--- src/rtl/bpfa_pkg.sv ---
// ----------------------------------------------------------------------------
// bpfa_pkg
// Shared types and constants of the bitmap page frame allocator: operation
// codes, bitmap word geometry, counter limits and the controller/datapath
// command and status bundles.
// ----------------------------------------------------------------------------
package bpfa_pkg;

    localparam int DEF_MAX_PAGES = 65536;

    // bitmap word geometry
    localparam int WORD_BITS = 32;
    localparam int BIT_W     = $clog2(WORD_BITS);

    // field and counter widths
    localparam int FUNC_W = 3;
    localparam int PAGE_W = 16;
    localparam int CNT_W  = 17;

    localparam logic [CNT_W-1:0] CNT_MAX     = '1;
    localparam logic [CNT_W-1:0] TOTAL_RESET = CNT_W'(65536);

    typedef logic [WORD_BITS-1:0] word_t;
    typedef logic [CNT_W-1:0]     cnt_t;

    typedef enum logic [FUNC_W-1:0] {
        FN_REQUEST   = 3'd0,
        FN_LOCK      = 3'd1,
        FN_FREE      = 3'd2,
        FN_RESERVE   = 3'd3,
        FN_UNRESERVE = 3'd4
    } bpfa_func_t;

    typedef struct packed {
        logic load;      // latch the accepted item
        logic start;     // set up the word range
        logic modify;    // read data valid: update word, record count change
        logic clear;     // reset sweep: zero one word
        logic out_load;  // capture the result item
    } bpfa_cmd_t;

    typedef struct packed {
        logic empty;     // nothing to scan for this item
        logic mod_done;  // last word of the range handled, or page found
        logic clr_last;  // sweep is at the last word
    } bpfa_status_t;

endpackage

--- src/rtl/bpfa_ctrl.sv ---
// ----------------------------------------------------------------------------
// bpfa_ctrl
// Sequencer of the allocator: runs the clearing sweep after reset, then for
// each item walks the bitmap word by word with a read and a modify step.
// Owns the input ready and the output valid.
// ----------------------------------------------------------------------------
module bpfa_ctrl
    import bpfa_pkg::*;
(
    input  logic         aclk,
    input  logic         aresetn,
    input  logic         s_tvalid,
    output logic         s_tready,
    output logic         m_tvalid,
    input  logic         m_tready,
    input  bpfa_status_t status,
    output bpfa_cmd_t    cmd
);

    typedef enum logic [2:0] {
        ST_CLEAR,
        ST_IDLE,
        ST_START,
        ST_READ,
        ST_MODIFY,
        ST_SETTLE,
        ST_DONE
    } state_t;

    state_t state_reg;
    logic   m_valid_reg;

    always_comb begin
        cmd.load     = (state_reg == ST_IDLE) && s_tvalid;
        cmd.start    = (state_reg == ST_START);
        cmd.modify   = (state_reg == ST_MODIFY);
        cmd.clear    = (state_reg == ST_CLEAR);
        cmd.out_load = (state_reg == ST_DONE) && (!m_valid_reg || m_tready);
    end

    assign s_tready = (state_reg == ST_IDLE);
    assign m_tvalid = m_valid_reg;

    always_ff @(posedge aclk) begin
        if (!aresetn) begin
            state_reg   <= ST_CLEAR;
            m_valid_reg <= 1'b0;
        end else begin
            if (cmd.out_load) begin
                m_valid_reg <= 1'b1;
            end else if (m_tready) begin
                m_valid_reg <= 1'b0;
            end

            case (state_reg)
                ST_CLEAR: begin
                    if (status.clr_last) begin
                        state_reg <= ST_IDLE;
                    end
                end
                ST_IDLE: begin
                    if (s_tvalid) begin
                        state_reg <= ST_START;
                    end
                end
                ST_START: begin
                    state_reg <= status.empty ? ST_DONE : ST_READ;
                end
                ST_READ: begin
                    state_reg <= ST_MODIFY;
                end
                ST_MODIFY: begin
                    state_reg <= status.mod_done ? ST_SETTLE : ST_READ;
                end
                // let the last count change land before the result is taken
                ST_SETTLE: begin
                    state_reg <= ST_DONE;
                end
                ST_DONE: begin
                    if (!m_valid_reg || m_tready) begin
                        state_reg <= ST_IDLE;
                    end
                end
                default: begin
                    state_reg <= ST_IDLE;
                end
            endcase
        end
    end

endmodule

--- config.mk ---
export PLATFORM = sky130hd
export DESIGN_NAME = bpfa_ctrl
export DESIGN_NICKNAME = d
export VERILOG_FILES = /design/src/rtl/bpfa_pkg.sv /design/src/rtl/bpfa_ctrl.sv
export SDC_FILE = /design/constraint.sdc
export NUM_CORES = 1
export LEC_CHECK = 0
export ABC_AREA = 1
export BUFFER_PORTS_ARGS = -buffer_cell sky130_fd_sc_hd__buf_2
export CAP_MARGIN = 20
export CORE_AREA = 2 2 39 41
export DETAILED_ROUTE_END_ITERATION = 8
export DIE_AREA = 0 0 41 43
export HOLD_SLACK_MARGIN = 0.15
export PLACE_DENSITY = 0.45
export SYNTH_ARGS = -nofsm -noshare
export SYNTH_HDL_FRONTEND = slang
export SYNTH_SLANG_ARGS = --single-unit
--- constraint.sdc ---
create_clock -name aclk -period 1.35 [get_ports aclk]
set_input_delay 0.27 -clock aclk [delete_from_list [all_inputs] [get_ports aclk]]
set_output_delay 0.27 -clock aclk [all_outputs]
set_load 0.1 [all_outputs]
== Yosys cells after proc, flatten, opt, wreduce, memory -nomap -nowiden ==
Index checks and enable logic that the tools add are counted.
Word-level totals
  register bits: 4
  input bits: 7
  output and inout bits: 7
  logic and storage cells: 26
Operators by class
  equal/unequal tests: 9
  muxes and demuxes: 8
  reduce and logical (&&, ||, !) cells: 7
Operators with widths (number)
  3-bit one-hot mux with 7 select lines: 1
  3-bit two-way mux: 5
  3-bit == test, second input constant: 3
  3-bit by 2-bit == test with 1-bit output, second input constant: 2
  2-bit != test, second input constant: 2
  3-bit by 1-bit == test with 1-bit output, second input constant: 1
  3-bit zero test: 1
  3-bit AND reduction: 1
  1-bit logical AND: 2
  1-bit two-way mux: 2
  2-bit by 1-bit != test with 1-bit output, second input constant: 1
  2-bit nonzero test: 1
  1-bit zero test: 1
  1-bit logical OR: 1

== Longest topological paths before layout ==
  word-level depth: 4
  mapped depth: 7

== Least setup slack after synthesis ==
OpenSTA, ideal clock, no wires.
  path type: register -> output
  from: reg m_valid_reg (netlist: m_tvalid)
  to: out cmd[0] (netlist bit)
  data arrival time: 2.891 ns
  required time: 1.080 ns
  slack: -1.811 ns
  cell stages (with the launch flop): 4
  path buffers: 0
  path through: dfxtp_1 inv_1 nor2_2 nor3_1
RTL lines
  from (decl): line bpfa_ctrl.sv:31  | logic m_valid_reg;
  from (signal assigned): line bpfa_ctrl.sv:47  | m_valid_reg <= 1'b0;
  from (signal assigned): line bpfa_ctrl.sv:50  | m_valid_reg <= 1'b1;
  from (signal assigned): line bpfa_ctrl.sv:52  | m_valid_reg <= 1'b0;
  to (decl): line bpfa_ctrl.sv:17  | output bpfa_cmd_t cmd

==> impl_metrics.tcl <==
set metrics [dict create \
    num_io_pins 14 \
    min-delay-start "aresetn" \
    grt.total_usage_pct 10.7 \
    final_max_slew_viol_count 0 \
    largest_register_ffs 3 \
    cp.buffers_inverters 1 \
    r2r_end "state_reg[0]" \
    ys_ff_latch 4 \
    synth.area.top_cells "dfxtp_1 28%, nor2_1 12%, inv_1 9.3%, nand2_1 6.6%, nand2_2 6.6%" \
    wl_um 782 \
    run_status "complete, but fails checks" \
    reg2reg_from "state_reg[0]" \
    grt_pass1_vias 360 \
    dr_total_vias 367 \
    skew_ns 0.00323 \
    fillCellCount 135 \
    fin_crit_sh_pct 102 \
    setup_violations 3 \
    hpwl_um 523 \
    clk_latency_ns 0.23 \
    leakage_nw 0.305 \
    die-area_um2 1760 \
    synthCells 45 \
    ant_nets 0 \
    power_density_nw_per_um2 1720 \
    end_kind "output pin" \
    h-tree-depth 1 \
    worstPathRequired_ns 1.08 \
    drtPass1Iterations 2 \
    cts_tree "done" \
    syn2layout_area_growth_pct 129 \
    cts.sinks 4 \
    root_buffer "clkbuf_4" \
    placed_cells 75 \
    grt_antenna_before_repair 0 \
    cpMaxStageDelayCell "dfxtp_4" \
    antennaDiodeCount 0 \
    holdPathStages 3 \
    finalPower_mw 1.12 \
    drive_above_1_share_pct 69.0 \
    clk_pin_slew_worst_paths_ns 0.04 \
    slew_headroom_pct 68.1 \
    clockBufferDepth 2 \
    ys.warnings.count 0 \
    grt_pass1_wl_um 1270 \
    netlist.area_leader.share_pct 28.2 \
    synth.avg_cell_area_um2 6.31 \
    synth_cell_types 18 \
    grt-ovfl-total 0 \
    numCtsBuffers 3 \
    critPathTopFamily "flip-flops" \
    crit_chain "nand2_4 -> nor3_4 -> buf_12" \
    final_nets 79 \
    rsz0062_at_grt "true" \
    fin_crit_ns 1.38 \
    worstHoldPathType "in -> reg" \
    core_area_um2 1380 \
    maxCapViolations 0 \
    synth_top_area_cell "dfxtp_1" \
    numPortBuffers 13 \
    start_util_pct 20.5 \
    hold_end "state_reg[0]" \
    path_max_fanout 4 \
    crit_type "reg -> out" \
    drc_errors 0 \
    critical_path.max_stage_delay_ns 0.40 \
    grt_max_degree 7 \
    cp.arrival_ns 1.11 \
    die_w_um 41 \
    fin_cells 87 \
    drtIter0Drc 1 \
    violations "negative setup slack" \
    worstMarginPinSlew_ns 0.482 \
    peakVddDrop_uv 696 \
    hold_viol_final 0 \
    syn_area_um2 284 \
    syn_nets 52 \
    wl_per_cell_um 8.99 \
    ys_seq_area_share_pct 28.2 \
    rr_worst_depth 7 \
    std_cell_rows 14 \
    die_y_um 43 \
    timing.fmax_mhz 725 \
    place.gp.congestion 0.733 \
    cp-start-kind "flop" \
    r2r_slack_ns 0.16 \
    fin_ws_ns -0.0290 \
    vias_per_cell 4.22 \
]
worst max path at each step:
stage                       startpoint        to  slack, ns  cells past startpoint
final                     state_reg[1]    cmd[0]      -0.03                      3
after global routing      state_reg[0]    cmd[3]      -0.07                      3
after CTS                 state_reg[0]    cmd[3]      -0.04                      3
after detailed placement  state_reg[2]  s_tready       0.11                      4
after global placement    state_reg[2]  s_tready       0.13                      4
after floorplan               m_tvalid    cmd[0]      -0.27                      3
cell families (layout without fill, tap and decap cells):
family / count (synthesis) / after routing / synth area share [%]
and+or+nand+nor: 23 / 23 / 40.1
buffers and inverters: 11 / 37 / 15.9
AOI/OAI and AO/OA: 7 / 7 / 15.9
DFF: 4 / 4 / 28.2
power breakdown:
| group | switching, mW | internal (mW) |
|---|---|---|
| Sequential | 0.0453 | 0.143 |
| Clock | 0.0512 | 0.111 |
| Combinational | 0.464 | 0.308 |
| Total | 0.560 | 0.562 |
stage by stage:
| step | setup TNS, ns | hold WS [ns] | util, % | instance area [um2] | setup slack [ns] |
|---|---|---|---|---|---|
| 2_1_floorplan | -0.447 | 0.368 | - | 353 | -0.271 |
| 3_3_place_gp | 0 | 0.466 | 38.4 | 532 | 0.133 |
| 3_5_place_dp | 0 | 0.478 | 38.4 | 532 | 0.112 |
| 4_1_cts | -0.0901 | 0.228 | 45.6 | 631 | -0.0358 |
| 5_1_grt | -0.247 | 0.264 | 47.0 | 651 | -0.0687 |
| 6_report | -0.0719 | 0.237 | 47.0 | 651 | -0.0290 |
worst min-delay path, cell delays in order:
cell     delay, ns
buf_2         0.09
nand2_1       0.05
inv_1         0.04
placed cells by master (no fill, tap or decap):
cell type / instances
o211ai_1: 1
nor2_4: 5
nand2_2: 2
inv_6: 2
o21bai_1: 1
nand3_4: 1
nor2_2: 1
a31oi_1: 1
inv_2: 3
nand2_4: 1
buf_4: 9
buf_2: 7
nand3_1: 1
clkinvlp_4: 1
dfxtp_4: 4
o21ai_1: 2
buf_12: 6
nor2_1: 5
inv_1: 4
clkbuf_1: 1
clkbuf_4: 3
buf_6: 1
a21oi_2: 1
nand2_1: 5
nor3_4: 2
o21ai_0: 1
Yosys cell counts:
library cell  number
o21bai_1           1
nand3_2            1
inv_1              7
o21ai_0            1
o211ai_1           1
a21oi_2            1
nor3_1             2
o21ai_1            2
nand3_1            1
dfxtp_1            4
nor2_4             1
inv_2              3
nor2_1             9
nand2_2            3
nand2_1            5
a31oi_1            1
buf_4              1
nor2_2             1
what timing repair did:
| action | 4_1_cts | 5_1_grt |
|---|---|---|
| buffers inserted | 6 | 2 |
| hold buffers | 0 | 0 |
| setup endpoints to repair | 6 | 6 |
| resized for setup | 8 | 2 |
| pin swaps | 3 | 3 |
area by class of cell:
class	count	area, um2	area share (%)
inverter	10	51.3	7.88
multi-input combinational	30	224	34.4
tap	16	20.0	3.08
clock buffer	4	26.3	4.04
sequential	4	95.1	14.6
timing repair buffer	23	234	36.0
routing by layer:
layer | GRT usage, % | up-vias | routed length (um)
li1 | - | 192 | -
met1 | 9.65 | 169 | 279
met2 | 18.1 | 6 | 472
met3 | 3.66 | 0 | 30
met4 | 8.00 | 0 | 0
met5 | 0 | - | 0
(Power assumes the default switching activity.)
